[src/rtl/assert_macros.svh]
// Assertion helpers shared by the RTL modules.
`ifndef ASSERT_MACROS_SVH
`define ASSERT_MACROS_SVH

`ifndef SYNTH

// Same-cycle implication, checked out of reset
`define ASSERT_IMP(lbl, ck, rs, ante, cons, msg) \
  lbl: assert property (@(posedge ck) disable iff (rs) (ante) |-> (cons)) else $error(msg);

// Next-cycle implication, checked out of reset
`define ASSERT_NXT(lbl, ck, rs, ante, cons, msg) \
  lbl: assert property (@(posedge ck) disable iff (rs) (ante) |=> (cons)) else $error(msg);

`else

`define ASSERT_IMP(lbl, ck, rs, ante, cons, msg)
`define ASSERT_NXT(lbl, ck, rs, ante, cons, msg)

`endif

`endif

[src/rtl/nnu_pkg.sv]
package nnu_pkg;

  // Kind of an output unit
  typedef enum logic [1:0] {
    KIND_PIXEL  = 2'd0,
    KIND_PAD    = 2'd1,
    KIND_REJECT = 2'd2
  } unit_kind_t;

  // Configuration register indexes
  typedef enum logic {
    CFG_SCALE = 1'b0,
    CFG_WIDTH = 1'b1
  } cfg_reg_t;

  // Input action codes
  localparam logic ACT_PUSH    = 1'b0;
  localparam logic ACT_ADVANCE = 1'b1;

  localparam int PIX_W   = 24;
  localparam int SCALE_W = 7;
  localparam int WIDTH_W = 13;

  // Result descriptor handed from control to the output stages
  typedef struct packed {
    logic       valid;
    unit_kind_t kind;
    logic       eor;
    logic       eog;
  } unit_meta_t;

endpackage

[src/rtl/nnu_out.sv]
`include "assert_macros.svh"

module nnu_out (
  input  logic                        clk,
  input  logic                        rst,
  input  logic                        accept,
  input  nnu_pkg::unit_meta_t         meta,
  input  logic [nnu_pkg::PIX_W-1:0]   mem_rdata,
  output logic                        in_ready,
  output logic                        out_valid,
  input  logic                        out_ready,
  output logic [nnu_pkg::PIX_W-1:0]   out_data,
  output logic [2:0]                  out_user,
  output logic                        out_last
);

  logic                s1_valid;
  nnu_pkg::unit_meta_t s1_meta;
  logic                out_free;
  logic                s1_adv;

  assign out_free = !out_valid || out_ready;
  assign s1_adv   = !s1_valid || out_free;
  assign in_ready = s1_adv;

  // Read-wait stage: memory data lands while the descriptor waits here
  always_ff @(posedge clk) begin
    if (rst) begin
      s1_valid <= 1'b0;
    end else if (s1_adv) begin
      s1_valid <= accept && meta.valid;
    end
  end

  always_ff @(posedge clk) begin
    if (s1_adv) begin
      s1_meta <= meta;
    end
  end

  // Output register: hold the unit until its transfer
  always_ff @(posedge clk) begin
    if (rst) begin
      out_valid <= 1'b0;
    end else if (out_free) begin
      out_valid <= s1_valid;
    end
  end

  always_ff @(posedge clk) begin
    if (out_free && s1_valid) begin
      out_data <= (s1_meta.kind == nnu_pkg::KIND_PIXEL) ? mem_rdata : '0;
      out_user <= {s1_meta.eog, s1_meta.kind};
      out_last <= s1_meta.eor;
    end
  end

  `ASSERT_IMP(a_eog_eor, clk, rst, out_valid && out_user[2], out_last, "group end without row end")
  `ASSERT_IMP(a_zero_data, clk, rst, out_valid && (out_user[1:0] != nnu_pkg::KIND_PIXEL), out_data == '0, "non-pixel unit carries data")
  `ASSERT_IMP(a_reject_flags, clk, rst, out_valid && (out_user[1:0] == nnu_pkg::KIND_REJECT), !out_last && !out_user[2], "rejected unit carries row flags")

endmodule

[config.mk]
export PLATFORM = sky130hd
export DESIGN_NAME = nnu_out
export DESIGN_NICKNAME = d
export VERILOG_FILES = /design/src/rtl/nnu_pkg.sv /design/src/rtl/nnu_out.sv
export VERILOG_INCLUDE_DIRS = /design/src /design/src/rtl
export SDC_FILE = /design/constraint.sdc
export NUM_CORES = 1
export LEC_CHECK = 0
export BUFFER_PORTS_ARGS = -buffer_cell sky130_fd_sc_hd__buf_2
export CORE_MARGIN = 8
export CORE_UTILIZATION = 39
export CTS_CLUSTER_DIAMETER = 100
export DETAILED_ROUTE_END_ITERATION = 6
export GPL_TIMING_DRIVEN = 1
export PLACE_DENSITY_LB_ADDON = 0.15
export SLEW_MARGIN = 10
export SYNTH_ARGS = -nofsm -noshare
export SYNTH_HDL_FRONTEND = slang
export SYNTH_SLANG_ARGS = --single-unit
[constraint.sdc]
create_clock -name clk -period 1.5 [get_ports clk]
set_input_delay 0.3 -clock clk [delete_from_list [all_inputs] [get_ports clk]]
set_output_delay 0.3 -clock clk [all_outputs]
set_load 0.1 [all_outputs]
==> results.py <==
metrics = {
    "min_path": {
        "hold_path.class": "in -> reg",
        "min_from": "rst",
        "min_to": "out_valid",
        "hold_depth": 2,
    },
    "worst_setup_path": {
        "crit_family": "buffers and inverters",
        "cp.required_ns": 1.20,
        "r2r-start": "out_valid",
        "crit_path_cell_trace": "buf_2",
        "worstSetupEndpointType": "primary output",
        "r2r_end": "out_data[10]",
        "path_max_fanout": 3,
        "slowest_delay_ns": 0.42,
        "worst-r2r-setup-slack_ns": 0.13,
        "cp.buffers_inverters": 1,
        "start_kind": "flop",
        "ff2ff_path_depth": 2,
        "crit_type": "reg -> out",
        "cp.arrival_ns": 1.10,
        "slowest_stage": "buf_2",
    },
    "clocking": {
        "cts.clk_slew.worst_paths_ns": 0.09,
        "clock_sinks": 34,
        "tritoncts": "yes",
        "cts.path.max_buffers": 2,
        "cts_setup_buffers": 0,
        "ctsResizeCount": 0,
        "htreeDepth": 2,
        "clock_latency_ns": 0.33,
        "numCtsBuffers": 5,
        "cts_root_buf": "clkbuf_4",
        "cts_hold_buf": 0,
    },
    "sta": {
        "setup_violations": 0,
        "setup_ws_ns": 0.09805,
        "whs_ns": 0.1291,
        "maxSlewViolCount": 0,
        "finalClockSkew_ns": 0.003734,
        "fmax_mhz": 713.3,
        "fin_crit_sh_pct": 93.46,
        "max_slew_margin_pct": 57.59,
        "tightest_slew_ns": 0.6361,
        "hold_violations": 0,
        "rsz0062_at_grt": "no",
        "fin_crit_ns": 1.402,
    },
    "logic_synthesis": {
        "ys.warnings.count": 0,
        "synth_area_leaders": "edfxtp_1, and2_1, dfxtp_1",
        "synth_nets": 101,
        "synthDistinctLibCells": 10,
        "synth.top_cell.area_share_pct": 78.61,
        "syn_area_per_cell_um2": 17.98,
        "syn-cell-area_um2": 1222,
        "synth-seq-cells": 34,
        "synth_top_area_cell": "edfxtp_1",
        "netlist_instances": 68,
        "ys_seq_area_share_pct": 81.88,
    },
    "placement": {
        "place.gp.congestion": 0.6500,
        "portBuffers": 62,
        "place_area_um2": 1593,
        "dp_slack_ns": 0.009469,
        "dp_hpwl_mm": 1.801,
    },
    "layout": {
        "layout_commonest_cell": "buf_2",
        "syn_to_final_growth_pct": 36.74,
        "drive_gt1_share_pct": 54.01,
        "layout_common_cells": "buf_2, edfxtp_1, and2_1, clkbuf_4, clkbuf_8",
        "fin_area_um2": 1672,
        "final_nets": 169,
        "diodes": 0,
        "utilization_pct": 55.21,
    },
    "outcome": {
        "status": "complete, no violations",
    },
    "floorplan": {
        "die_height_um": 71.99,
        "fp-row-count": 20,
        "coreArea_um2": 3028,
        "die_area_um2": 5182,
        "fp.dieW_um": 71.99,
        "ios": 63,
        "initial_core_util_pct": 40.37,
    },
    "pwr": {
        "power_density_nw_per_um2": 1191,
        "leakage_nw": 0.6884,
        "p_total_mw": 1.991,
        "ir_drop_mv": 0.6076,
    },
    "routing": {
        "dr.pass1.iters": 2,
        "wl_mm": 2.398,
        "drt_iter0_drc": 37,
        "vias_per_cell": 4.199,
        "drc": 0,
        "drtAntennaViolNets": 0,
        "vias": 760,
        "wl_per_cell_um": 13.25,
    },
    "grt": {
        "antenna_found_initial": 0,
        "grt_pass1_wl_mm": 3.919,
        "grt_overflow": 0,
        "grt_pass1_vias": 894,
        "grt_use_total_pct": 10.00,
        "grt_max_degree": 29,
    },
    "run": {
        "max_cap_viol_count": 0,
    },
}
[worst max-delay path by stage]
stage	endpoint	slack [ns]	startpoint	cells past startpoint
after floorplan	s1_meta[0]	-0.53	out_valid	1
after global placement	out_data[22]	0.07	out_ready	3
after detailed placement	out_data[22]	0.009	out_ready	3
after CTS	out_user[0]	0.07	out_user[0]	1
after global routing	out_data[11]	0.04	out_valid	2
final	out_valid	0.1	out_valid	1
[cell usage after synthesis]
library cell,number
inv_1,1
nand3b_1,1
nand2b_1,1
buf_6,2
dfxtp_1,2
edfxtp_1,32
a21oi_1,2
nand2_1,1
nor2_4,1
and2_1,25
[layout make-up]
| type | instances | area [um2] |
|---|---|---|
| Timing Repair Buffer | 63 | 332.8 |
| Clock buffer | 8 | 78.83 |
| Inverter | 1 | 3.754 |
| Sequential cell | 34 | 1005 |
| Fill cell | 277 | 1356 |
| Tap cell | 44 | 55.05 |
| Multi-Input combinational cell | 31 | 196.4 |
[where the power goes]
part / internal [mW] / switching [mW]
Sequential: 1.07 / 0.0106
Combinational: 0.0626 / 0.240
Clock: 0.320 / 0.284
Total: 1.46 / 0.535
[layer usage]
metal,up-vias,global-route usage [%],wire length (um)
met3,7,5.785,281
met1,332,9.291,963
met4,0,7.483,59
met2,44,15.99,1093
met5,-,0,0
li1,377,-,-
[stage by stage]
step           TNS [ns]  std cells
2_1_floorplan    -2.724         68
3_3_place_gp          0        173
3_5_place_dp          0        173
4_1_cts               0        181
5_1_grt               0        181
6_report              0        181
[logic make-up after synthesis]
group,Yosys count,synth area share (%)
AO/OA/AOI/OAI,2,0.8189
buffers and inverters,3,2.149
flip-flops,34,81.88
AND/OR/NAND/NOR,29,15.15
[state kept, by name, indices dropped and copies added, names as in the netlist]
register,cells
s1_meta,4
out_data,24
s1_valid,1
out_last,1
out_user,3
out_valid,1
Power figures use the tool's default switching activity.
