`config.mk`:
```
export PLATFORM = sky130hd
export DESIGN_NAME = nnu_ctrl
export DESIGN_NICKNAME = d
export VERILOG_FILES = /design/src/rtl/nnu_pkg.sv /design/src/rtl/nnu_ctrl.sv
export VERILOG_INCLUDE_DIRS = /design/src /design/src/rtl
export SDC_FILE = /design/constraint.sdc
export NUM_CORES = 1
export LEC_CHECK = 0
export BUFFER_PORTS_ARGS = -buffer_cell sky130_fd_sc_hd__buf_2
export CAP_MARGIN = 20
export CORE_ASPECT_RATIO = 0.6
export CORE_MARGIN = 2
export CORE_UTILIZATION = 50
export CTS_CLUSTER_SIZE = 10
export DETAILED_ROUTE_END_ITERATION = 8
export HOLD_SLACK_MARGIN = 0.03
export PLACE_DENSITY = 0.76
export REMOVE_ABC_BUFFERS = 1
export SKIP_CTS_REPAIR_TIMING = 1
export SLEW_MARGIN = 20
export SYNTH_ARGS = -nofsm -noshare
export SYNTH_HDL_FRONTEND = slang
export SYNTH_SLANG_ARGS = --single-unit
export TNS_END_PERCENT = 10
```
`constraint.sdc`:
```
create_clock -name clk -period 3.8 [get_ports clk]
set_clock_uncertainty 0.2 [all_clocks]
set_input_delay 0 -clock clk [delete_from_list [all_inputs] [get_ports clk]]
set_output_delay 0 -clock clk [all_outputs]
set_load 0.02 [all_outputs]
```
`src/rtl/assert_macros.svh`:
```
// Assertion helpers shared by the RTL modules.
`ifndef ASSERT_MACROS_SVH
`define ASSERT_MACROS_SVH

`ifndef SYNTH

// Same-cycle implication, checked out of reset
`define ASSERT_IMP(lbl, ck, rs, ante, cons, msg) \
  lbl: assert property (@(posedge ck) disable iff (rs) (ante) |-> (cons)) else $error(msg);

// Next-cycle implication, checked out of reset
`define ASSERT_NXT(lbl, ck, rs, ante, cons, msg) \
  lbl: assert property (@(posedge ck) disable iff (rs) (ante) |=> (cons)) else $error(msg);

`else

`define ASSERT_IMP(lbl, ck, rs, ante, cons, msg)
`define ASSERT_NXT(lbl, ck, rs, ante, cons, msg)

`endif

`endif

```
`src/rtl/nnu_pkg.sv`:
```
package nnu_pkg;

  // Kind of an output unit
  typedef enum logic [1:0] {
    KIND_PIXEL  = 2'd0,
    KIND_PAD    = 2'd1,
    KIND_REJECT = 2'd2
  } unit_kind_t;

  // Configuration register indexes
  typedef enum logic {
    CFG_SCALE = 1'b0,
    CFG_WIDTH = 1'b1
  } cfg_reg_t;

  // Input action codes
  localparam logic ACT_PUSH    = 1'b0;
  localparam logic ACT_ADVANCE = 1'b1;

  localparam int PIX_W   = 24;
  localparam int SCALE_W = 7;
  localparam int WIDTH_W = 13;

  // Result descriptor handed from control to the output stages
  typedef struct packed {
    logic       valid;
    unit_kind_t kind;
    logic       eor;
    logic       eog;
  } unit_meta_t;

endpackage

```
`src/rtl/nnu_ctrl.sv`:
```
`include "assert_macros.svh"

module nnu_ctrl #(
  parameter int MAX_ROW_WIDTH = 4096,
  parameter int MAX_SCALE     = 100,
  parameter int AW            = 12
) (
  input  logic                        clk,
  input  logic                        rst,
  // configuration writes
  input  logic                        cfg_wr,
  input  logic                        cfg_index,
  input  logic [nnu_pkg::WIDTH_W-1:0] cfg_data,
  // accepted input item
  input  logic                        accept,
  input  logic                        action,
  input  logic [nnu_pkg::PIX_W-1:0]   pixel,
  // line memory access
  output logic                        mem_we,
  output logic [AW-1:0]               mem_waddr,
  output logic [nnu_pkg::PIX_W-1:0]   mem_wdata,
  output logic                        mem_re,
  output logic [AW-1:0]               mem_raddr,
  // result descriptor for this item
  output nnu_pkg::unit_meta_t         meta
);

  localparam int IW = $clog2(MAX_ROW_WIDTH + 1);
  localparam int SW = $clog2(MAX_SCALE + 1);

  logic [nnu_pkg::SCALE_W-1:0] scale_factor;
  logic [nnu_pkg::WIDTH_W-1:0] row_width;

  logic          emit_phase, emit_phase_next;
  logic [IW-1:0] load_index, load_index_next;
  logic [IW-1:0] read_index, read_index_next;
  logic [SW-1:0] pixel_cnt, pixel_cnt_next;
  logic [SW-1:0] row_cnt, row_cnt_next;
  logic [1:0]    pad_cnt, pad_cnt_next;

  logic [SW-1:0] f;
  logic [IW-1:0] w;
  logic [1:0]    wf_mod;
  logic [1:0]    pad_needed;
  logic [IW-1:0] load_inc, read_inc;
  logic [SW-1:0] pixel_inc, row_inc;
  logic [1:0]    pad_inc;
  logic          row_end;

  // Configuration registers
  always_ff @(posedge clk) begin
    if (rst) begin
      scale_factor <= nnu_pkg::SCALE_W'(1);
      row_width    <= nnu_pkg::WIDTH_W'(1);
    end else if (cfg_wr) begin
      unique case (nnu_pkg::cfg_reg_t'(cfg_index))
        nnu_pkg::CFG_SCALE: scale_factor <= cfg_data[nnu_pkg::SCALE_W-1:0];
        nnu_pkg::CFG_WIDTH: row_width    <= cfg_data;
        default: ;
      endcase
    end
  end

  // Clamp factor and width to their working ranges
  always_comb begin
    if (scale_factor == '0) begin
      f = SW'(1);
    end else if (int'(scale_factor) > MAX_SCALE) begin
      f = SW'(MAX_SCALE);
    end else begin
      f = SW'(scale_factor);
    end
    if (row_width == '0) begin
      w = IW'(1);
    end else if (int'(row_width) > MAX_ROW_WIDTH) begin
      w = IW'(MAX_ROW_WIDTH);
    end else begin
      w = IW'(row_width);
    end
    // pad bytes = -(3*w*f) mod 4
    wf_mod     = 2'(2'(w) * 2'(f));
    pad_needed = 2'(2'd0 - 2'(wf_mod * 2'd3));
  end

  assign load_inc  = load_index + IW'(1);
  assign read_inc  = read_index + IW'(1);
  assign pixel_inc = pixel_cnt + SW'(1);
  assign row_inc   = row_cnt + SW'(1);
  assign pad_inc   = pad_cnt + 2'd1;

  assign mem_waddr = load_index[AW-1:0];
  assign mem_wdata = pixel;
  assign mem_raddr = read_index[AW-1:0];

  // Sequence load and emit phases
  always_comb begin
    emit_phase_next = emit_phase;
    load_index_next = load_index;
    read_index_next = read_index;
    pixel_cnt_next  = pixel_cnt;
    row_cnt_next    = row_cnt;
    pad_cnt_next    = pad_cnt;
    mem_we          = 1'b0;
    mem_re          = 1'b0;
    row_end         = 1'b0;
    meta.valid      = 1'b0;
    meta.kind       = nnu_pkg::KIND_REJECT;
    meta.eor        = 1'b0;
    meta.eog        = 1'b0;

    if (accept) begin
      if (!emit_phase) begin
        if (action == nnu_pkg::ACT_ADVANCE) begin
          meta.valid = 1'b1;
        end else begin
          mem_we = 1'b1;
          if (load_inc >= w) begin
            load_index_next = '0;
            emit_phase_next = 1'b1;
            read_index_next = '0;
            pixel_cnt_next  = '0;
            row_cnt_next    = '0;
            pad_cnt_next    = '0;
          end else begin
            load_index_next = load_inc;
          end
        end
      end else if (action == nnu_pkg::ACT_PUSH) begin
        meta.valid = 1'b1;
      end else begin
        meta.valid = 1'b1;
        if (read_index < w) begin
          meta.kind = nnu_pkg::KIND_PIXEL;
          mem_re    = 1'b1;
          if (pixel_inc >= f) begin
            pixel_cnt_next  = '0;
            read_index_next = read_inc;
            row_end         = (read_inc >= w) && (pad_needed == 2'd0);
          end else begin
            pixel_cnt_next = pixel_inc;
          end
        end else begin
          meta.kind    = nnu_pkg::KIND_PAD;
          pad_cnt_next = pad_inc;
          row_end      = (pad_inc >= pad_needed);
        end

        // Close the output row, and the group after the last repeat
        if (row_end) begin
          meta.eor        = 1'b1;
          read_index_next = '0;
          pixel_cnt_next  = '0;
          pad_cnt_next    = '0;
          if (row_inc >= f) begin
            row_cnt_next    = '0;
            meta.eog        = 1'b1;
            emit_phase_next = 1'b0;
            load_index_next = '0;
          end else begin
            row_cnt_next = row_inc;
          end
        end
      end
    end
  end

  always_ff @(posedge clk) begin
    if (rst) begin
      emit_phase <= 1'b0;
      load_index <= '0;
      read_index <= '0;
      pixel_cnt  <= '0;
      row_cnt    <= '0;
      pad_cnt    <= '0;
    end else begin
      emit_phase <= emit_phase_next;
      load_index <= load_index_next;
      read_index <= read_index_next;
      pixel_cnt  <= pixel_cnt_next;
      row_cnt    <= row_cnt_next;
      pad_cnt    <= pad_cnt_next;
    end
  end

  `ASSERT_IMP(a_load_clean, clk, rst, !emit_phase, (read_index == '0) && (pixel_cnt == '0) && (pad_cnt == '0) && (row_cnt == '0), "emit counters not cleared in load phase")
  `ASSERT_IMP(a_emit_load_idle, clk, rst, emit_phase, load_index == '0, "load index moved during emit phase")
  `ASSERT_NXT(a_row_full, clk, rst, accept && !emit_phase && (action == nnu_pkg::ACT_PUSH) && (load_inc >= w), emit_phase, "full row did not start emit phase")
  `ASSERT_IMP(a_no_rw, clk, rst, 1'b1, !(mem_we && mem_re), "line memory read and write in one cycle")

endmodule

```
==> impl_metrics.env, run 1 <==
export IMPL_outcome="finished, final reports clean"
export IMPL_yosysMostFrequentCell="nand2_1"
export IMPL_postSynthCellCount=611
export IMPL_areaGrowthSynthToFinish_pct=21.1
export IMPL_ff2ff_setup_slack_ns=0.15
export IMPL_synth_top_family_by_area="simple AND/OR/NAND/NOR gates"
export IMPL_hold_class="in -> reg"
export IMPL_synth_top_area_frac=0.254
export IMPL_rsz0062_at_grt="no"
export IMPL_antenna_found_initial=0
export IMPL_synth_edf_count=0
export IMPL_synth_top_area_cell="dfxtp_1"
export IMPL_final_antenna_net_count=0
export IMPL_dpl_instance_area_um2=5110
export IMPL_place_hpwl_um=10300
export IMPL_vias=4778
export IMPL_first_pass_iters=5
export IMPL_initial_core_util=0.509
export IMPL_ctsLongestPathBuffers=2
export IMPL_die_width_um=133
export IMPL_synth_fa_ha_area_frac=0.158
export IMPL_root_buffer="clkbuf_16"
export IMPL_synthTopCellsByCount="nand2_1, dfxtp_1, ha_1"
export IMPL_clkSlewWorstSetupHoldPaths_ns=0.06
export IMPL_grt_pass1_vias=4214
export IMPL_cts_buffers=9
export IMPL_ys_seq_area_frac=0.254
export IMPL_synth_warnings=0
export IMPL_ys_ff_latch=63
export IMPL_hold_end="load_index[0]$_SDFFE_PP0P_"
export IMPL_wire_per_inst_um=17.3
export IMPL_synthSimpleGateAreaFrac=0.222
export IMPL_rr_endpoint="read_index[8]$_SDFFE_PP0P_"
export IMPL_routed_via_density=5.78
export IMPL_grt_pass1_wl_um=21200
export IMPL_insertion_delay_ns=0.34
export IMPL_dr_first_iter_drc_count=318
export IMPL_static_leakage_power_nw=2.64
export IMPL_final_util=0.616
export IMPL_ys_types=65
export IMPL_cts_sinks=63
export IMPL_synth_flop_cell="dfxtp_1"
export IMPL_portBuffers=49
export IMPL_grt_overflow_total=0
export IMPL_post_route_period_util=0.964
export IMPL_path_class="reg -> out"
export IMPL_antenna_cells=0
export IMPL_synth_compound_area_share=0.193
export IMPL_finalHoldViolations=0
export IMPL_critPathArrivalTime_ns=3.46
export IMPL_synth_mux_area_frac=0.00604
export IMPL_fp_row_count=28
export IMPL_synthArstFlopShare=0
export IMPL_cts_tree="done"
export IMPL_setup_viol=0
export IMPL_final_area_um2=6020
export IMPL_drt_wl_total_um=14300
export IMPL_synthTopCellsByArea="dfxtp_1, ha_1, buf_4, nand2_1, a21oi_1"
export IMPL_die_h_um=81.3
export IMPL_die_area_um2=10800
export IMPL_drc=0
export IMPL_path_max_fanout=5
export IMPL_period_minus_slack_ns=3.66
export IMPL_cp_end_kind="primary output"
export IMPL_ios=98
export IMPL_grt_max_degree=48
export IMPL_syn_area_per_cell_um2=8.14
export IMPL_reg2reg_from="read_index[1]$_SDFFE_PP0P_"
export IMPL_nets=792
export IMPL_whs_path_depth=3
export IMPL_drive_gt1_frac=0.195
export IMPL_reg2reg_depth=16
export IMPL_max_freq_mhz=273
export IMPL_h_tree_depth=3
export IMPL_startpoint_type="flop"
export IMPL_power_density_nw_per_um2=326
export IMPL_tightest_slew_ns=0.765
export IMPL_core_area_um2=9770
export IMPL_netlist_area_um2=4970
export IMPL_maxCapViolCount=0
export IMPL_ir_worst_vdd_uv=267
export IMPL_hold_start="rst"
export IMPL_max_slew_margin=0.490
export IMPL_required_ns=3.60
export IMPL_synthXorXnorAreaFrac=0.0564
export IMPL_maxSlewViolCount=0
export IMPL_track_usage=0.252
export IMPL_gp_congestion=0.924
through the flow:
stage | power, mW | TNS [ns] | std cells | worst slack (ns) | hold WS, ns
after floorplan | 0.876 | -0.0381 | 542 | -0.0257 | -0.200
after global placement | 0.980 | 0 | 756 | 0.128 | -0.200
after detailed placement | 0.992 | -0.0895 | 756 | -0.0634 | -0.200
after CTS | 1.89 | -0.674 | 772 | -0.222 | -0.300
after global routing | 2.03 | 0 | 826 | 0.0155 | 0.0597
final | 1.96 | 0 | 826 | 0.138 | 0.0282
layer usage:
layer	part of all wire	vias up	track usage
met5	0	-	0
met4	0.013	0	0.0570
met3	0.077	15	0.0943
met2	0.44	181	0.375
met1	0.47	2291	0.346
li1	-	2291	-
cells in the final DEF (no fill, tap or decap), types with 7 or more instances in the layout:
master / count
nand2_1: 90
ha_1: 62
dfxtp_1: 58
buf_2: 48
dlygate4sd3_1: 46
a21oi_1: 44
buf_4: 39
nor2_1: 32
nand3_1: 26
o21ai_0: 20
xnor2_1: 19
and3_1: 14
o21ai_1: 14
xor2_1: 13
inv_1: 12
a211oi_1: 9
clkbuf_16: 9
nor3_1: 8
a31oi_1: 8
nor2b_1: 7
worst max path at each step:
| stage | to | slack [ns] | depth (start not counted) | from |
|---|---|---|---|---|
| after global routing | meta[0] | 0.02 | 16 | read_index[1]$_SDFFE_PP0P_ |
| final | meta[0] | 0.14 | 16 | read_index[1]$_SDFFE_PP0P_ |
| after detailed placement | read_index[2]$_SDFFE_PP0P_ | -0.06 | 11 | row_width[12]$_SDFFE_PP0P_ |
| after global placement | row_cnt[3]$_SDFFE_PP0P_ | 0.13 | 12 | read_index[2]$_SDFFE_PP0P_ |
| after floorplan | emit_phase$_SDFFE_PP0P_ | -0.03 | 13 | read_index[0]$_SDFFE_PP0P_ |
| after CTS | meta[0] | -0.22 | 14 | read_index[1]$_SDFFE_PP0P_ |
report_power, final:
part / internal, mW / switching, mW
logic: 0.150 / 0.222
clock network: 0.592 / 0.308
registers: 0.674 / 0.0173
worst max-delay path, cell delays in order (launching register included):
cell and delay (ns):
dfxtp_4 0.36, ha_2 0.19, nand3_2 0.10, nor2_2 0.13
and3_4 0.21, and3_1 0.16, xor2_1 0.21, ha_1 0.29
a21oi_1 0.15, o21ai_1 0.10, a21oi_1 0.15, o41a_1 0.32
o31ai_4 0.11, buf_4 0.15, and3_1 0.20, and2_4 0.15
buf_4 0.15
layout make-up:
type	count	area (um2)
clock buffer	11	243
clock inverter	5	81.3
fill	853	3750
inverter	13	52.6
multi-input combinational	466	3220
sequential	63	1270
tap	135	169
timing repair buffer	133	993
sequential cells by signal, indices dropped and copies added, names as in the netlist:
register / cells
pad_cnt: 2
row_cnt: 7
load_index: 13
emit_phase: 1
row_width: 13
read_index: 13
scale_factor: 7
pixel_cnt: 7
kinds of logic (layout without fill, tap and decap cells):
logic type	count (synthesis)	in the layout
AOI/OAI and AO/OA	143	143
xor gates and xnor gates	32	32
adders and majority gates	63	63
buffers and inverters	82	162
DFF	63	63
muxes	3	3
and+or+nand+nor	225	225
Note: power is estimated with default switching activity, not from simulation.
==> run 2, diff against run 1 <==
- PLACE_DENSITY: 0.76 -> 0.73
- clock period: 3.8 -> 3.45 ns (I/O delays scaled with it)
==> run 2 against run 1 <==
- highest routed layer unchanged
- design area rose by 7.1%
- critical path type unchanged
- worst hold slack got worse by 0.060 ns
- non-clock buffer count increased by 23
- final cell count rose by 2.8%
- sequential power rose by 10%
- the flow now finishes with violations (hold timing)
- combinational power up 20%
==> impl_metrics.env, run 2 (synthesis results as in run 1) <==
export IMPL_outcome="complete, but fails checks"
export IMPL_violations="hold timing"
export IMPL_grt_pass1_vias=4473
export IMPL_dr_first_iter_drc_count=302
export IMPL_h_tree_depth=3
export IMPL_root_buffer="clkbuf_16"
export IMPL_cts_tree="done"
export IMPL_max_freq_mhz=290
export IMPL_gp_congestion=0.942
export IMPL_reg2reg_from="row_width[12]$_SDFFE_PP0P_"
export IMPL_required_ns=3.25
export IMPL_nets=815
export IMPL_place_inst=773
export IMPL_grt_pass1_wl_um=22100
export IMPL_initial_core_util=0.509
export IMPL_multi_input_area_um2=3420
export IMPL_areaGrowthSynthToFinish_pct=29.7
export IMPL_final_cell_mix="nand2_1, ha_1, dfxtp_1, buf_4, dlygate4sd3_1"
export IMPL_maxCapViolCount=0
export IMPL_clkSlewWorstSetupHoldPaths_ns=0.06
export IMPL_vias=4894
export IMPL_track_usage=0.262
export IMPL_power_density_nw_per_um2=345
export IMPL_startpoint="row_width[12]$_SDFFE_PP0P_"
export IMPL_final_area_um2=6450
export IMPL_hold_class="in -> reg"
export IMPL_seqCellArea_um2=1270
export IMPL_cts_buffers=9
export IMPL_post_route_period_util=0.998
export IMPL_reg_top3="load_index (13), read_index (13), row_width (13)"
export IMPL_core_area_um2=9770
export IMPL_setup_viol=0
export IMPL_max_slew_margin=0.628
export IMPL_timing_hold_ws_ns=-0.0319
export IMPL_final_antenna_net_count=0
export IMPL_die_h_um=81.3
export IMPL_die_area_um2=10800
export IMPL_critPathArrivalTime_ns=3.24
export IMPL_grt_max_degree=47
export IMPL_path_max_fanout=3
export IMPL_die_width_um=133
export IMPL_static_leakage_power_nw=2.81
export IMPL_maxSlewViolCount=0
export IMPL_drt_wl_total_um=15300
export IMPL_wire_per_inst_um=18.0
export IMPL_rsz0062_at_grt="yes"
export IMPL_ctsLongestPathBuffers=2
export IMPL_dpl_instance_area_um2=5240
export IMPL_antenna_cells=0
export IMPL_antenna_found_initial=0
export IMPL_drc=0
export IMPL_final_common_cell="nand2_1"
export IMPL_tightest_slew_ns=0.558
export IMPL_grt_overflow_total=0
export IMPL_layout_cells_non_filler=849
export IMPL_fillers=787
export IMPL_fp_row_count=28
export IMPL_insertion_delay_ns=0.35
export IMPL_hold_start="action"
export IMPL_path_class="reg -> out"
export IMPL_routed_via_density=5.76
export IMPL_drive_gt1_frac=0.266
export IMPL_startpoint_type="flop"
export IMPL_first_pass_iters=5
export IMPL_portBuffers=49
export IMPL_cp_end_kind="primary output"
export IMPL_cts_sinks=63
export IMPL_finalHoldViolations=1
export IMPL_ios=98
export IMPL_period_minus_slack_ns=3.44
export IMPL_ir_worst_vdd_uv=274
export IMPL_place_hpwl_um=10600
run 2: routing by layer:
metal,wire length (um),track usage,vias up
li1,-,-,2341
met1,7180,0.361,2370
met2,6890,0.389,159
met3,961,0.0793,24
met4,233,0.0946,0
met5,0,0,-
run 2: critical path, cell delays in order (launching register included):
cell and delay (ns):
dfxtp_1 0.33, nor4_2 0.32, a32oi_2 0.19, inv_2 0.12, ha_1 0.23, nand2_1 0.07
a31oi_1 0.09, o21a_1 0.19, o41a_1 0.50, o31ai_4 0.25, buf_6 0.16, and3_4 0.18
and2_4 0.15, buf_6 0.11
run 2: cell type report:
type,instances,area share
Timing Repair Buffer,156,0.187
Multi-Input combinational cell,466,0.531
Clock inverter,6,0.0144
Sequential cell,63,0.197
Tap cell,135,0.0262
Inverter,13,0.00756
Clock buffer,10,0.0370
run 2: path summary, 6_finish.rpt:
path,cells past startpoint,slack [ns],end
setup reg to reg,13,0.04,row_cnt[0]$_SDFFE_PP0P_
setup / recovery,13,0.007,meta[0]
hold reg to reg,2,0.29,row_width[10]$_SDFFE_PP0P_
hold / removal,4,-0.03,emit_phase$_SDFFE_PP0P_
run 2: power breakdown:
part	internal, mW	switching [mW]	leakage, nW
Clock	0.655	0.362	0.155
Sequential	0.743	0.0207	0.514
Combinational	0.192	0.255	2.14
run 2: through the flow:
| step | setup slack [ns] | power (mW) | setup TNS (ns) | hold slack (ns) | util |
|---|---|---|---|---|---|
| floorplan | -0.376 | 0.965 | -7.56 | -0.200 | - |
| finish | 0.00684 | 2.23 | 0 | -0.0319 | 0.660 |
| global placement | -0.0492 | 1.09 | -0.106 | -0.200 | 0.536 |
| detailed placement | -0.180 | 1.10 | -1.04 | -0.200 | 0.536 |
| CTS | -0.311 | 2.11 | -2.09 | -0.309 | 0.570 |
| global route | -0.133 | 2.30 | -1.10 | 0.0526 | 0.660 |
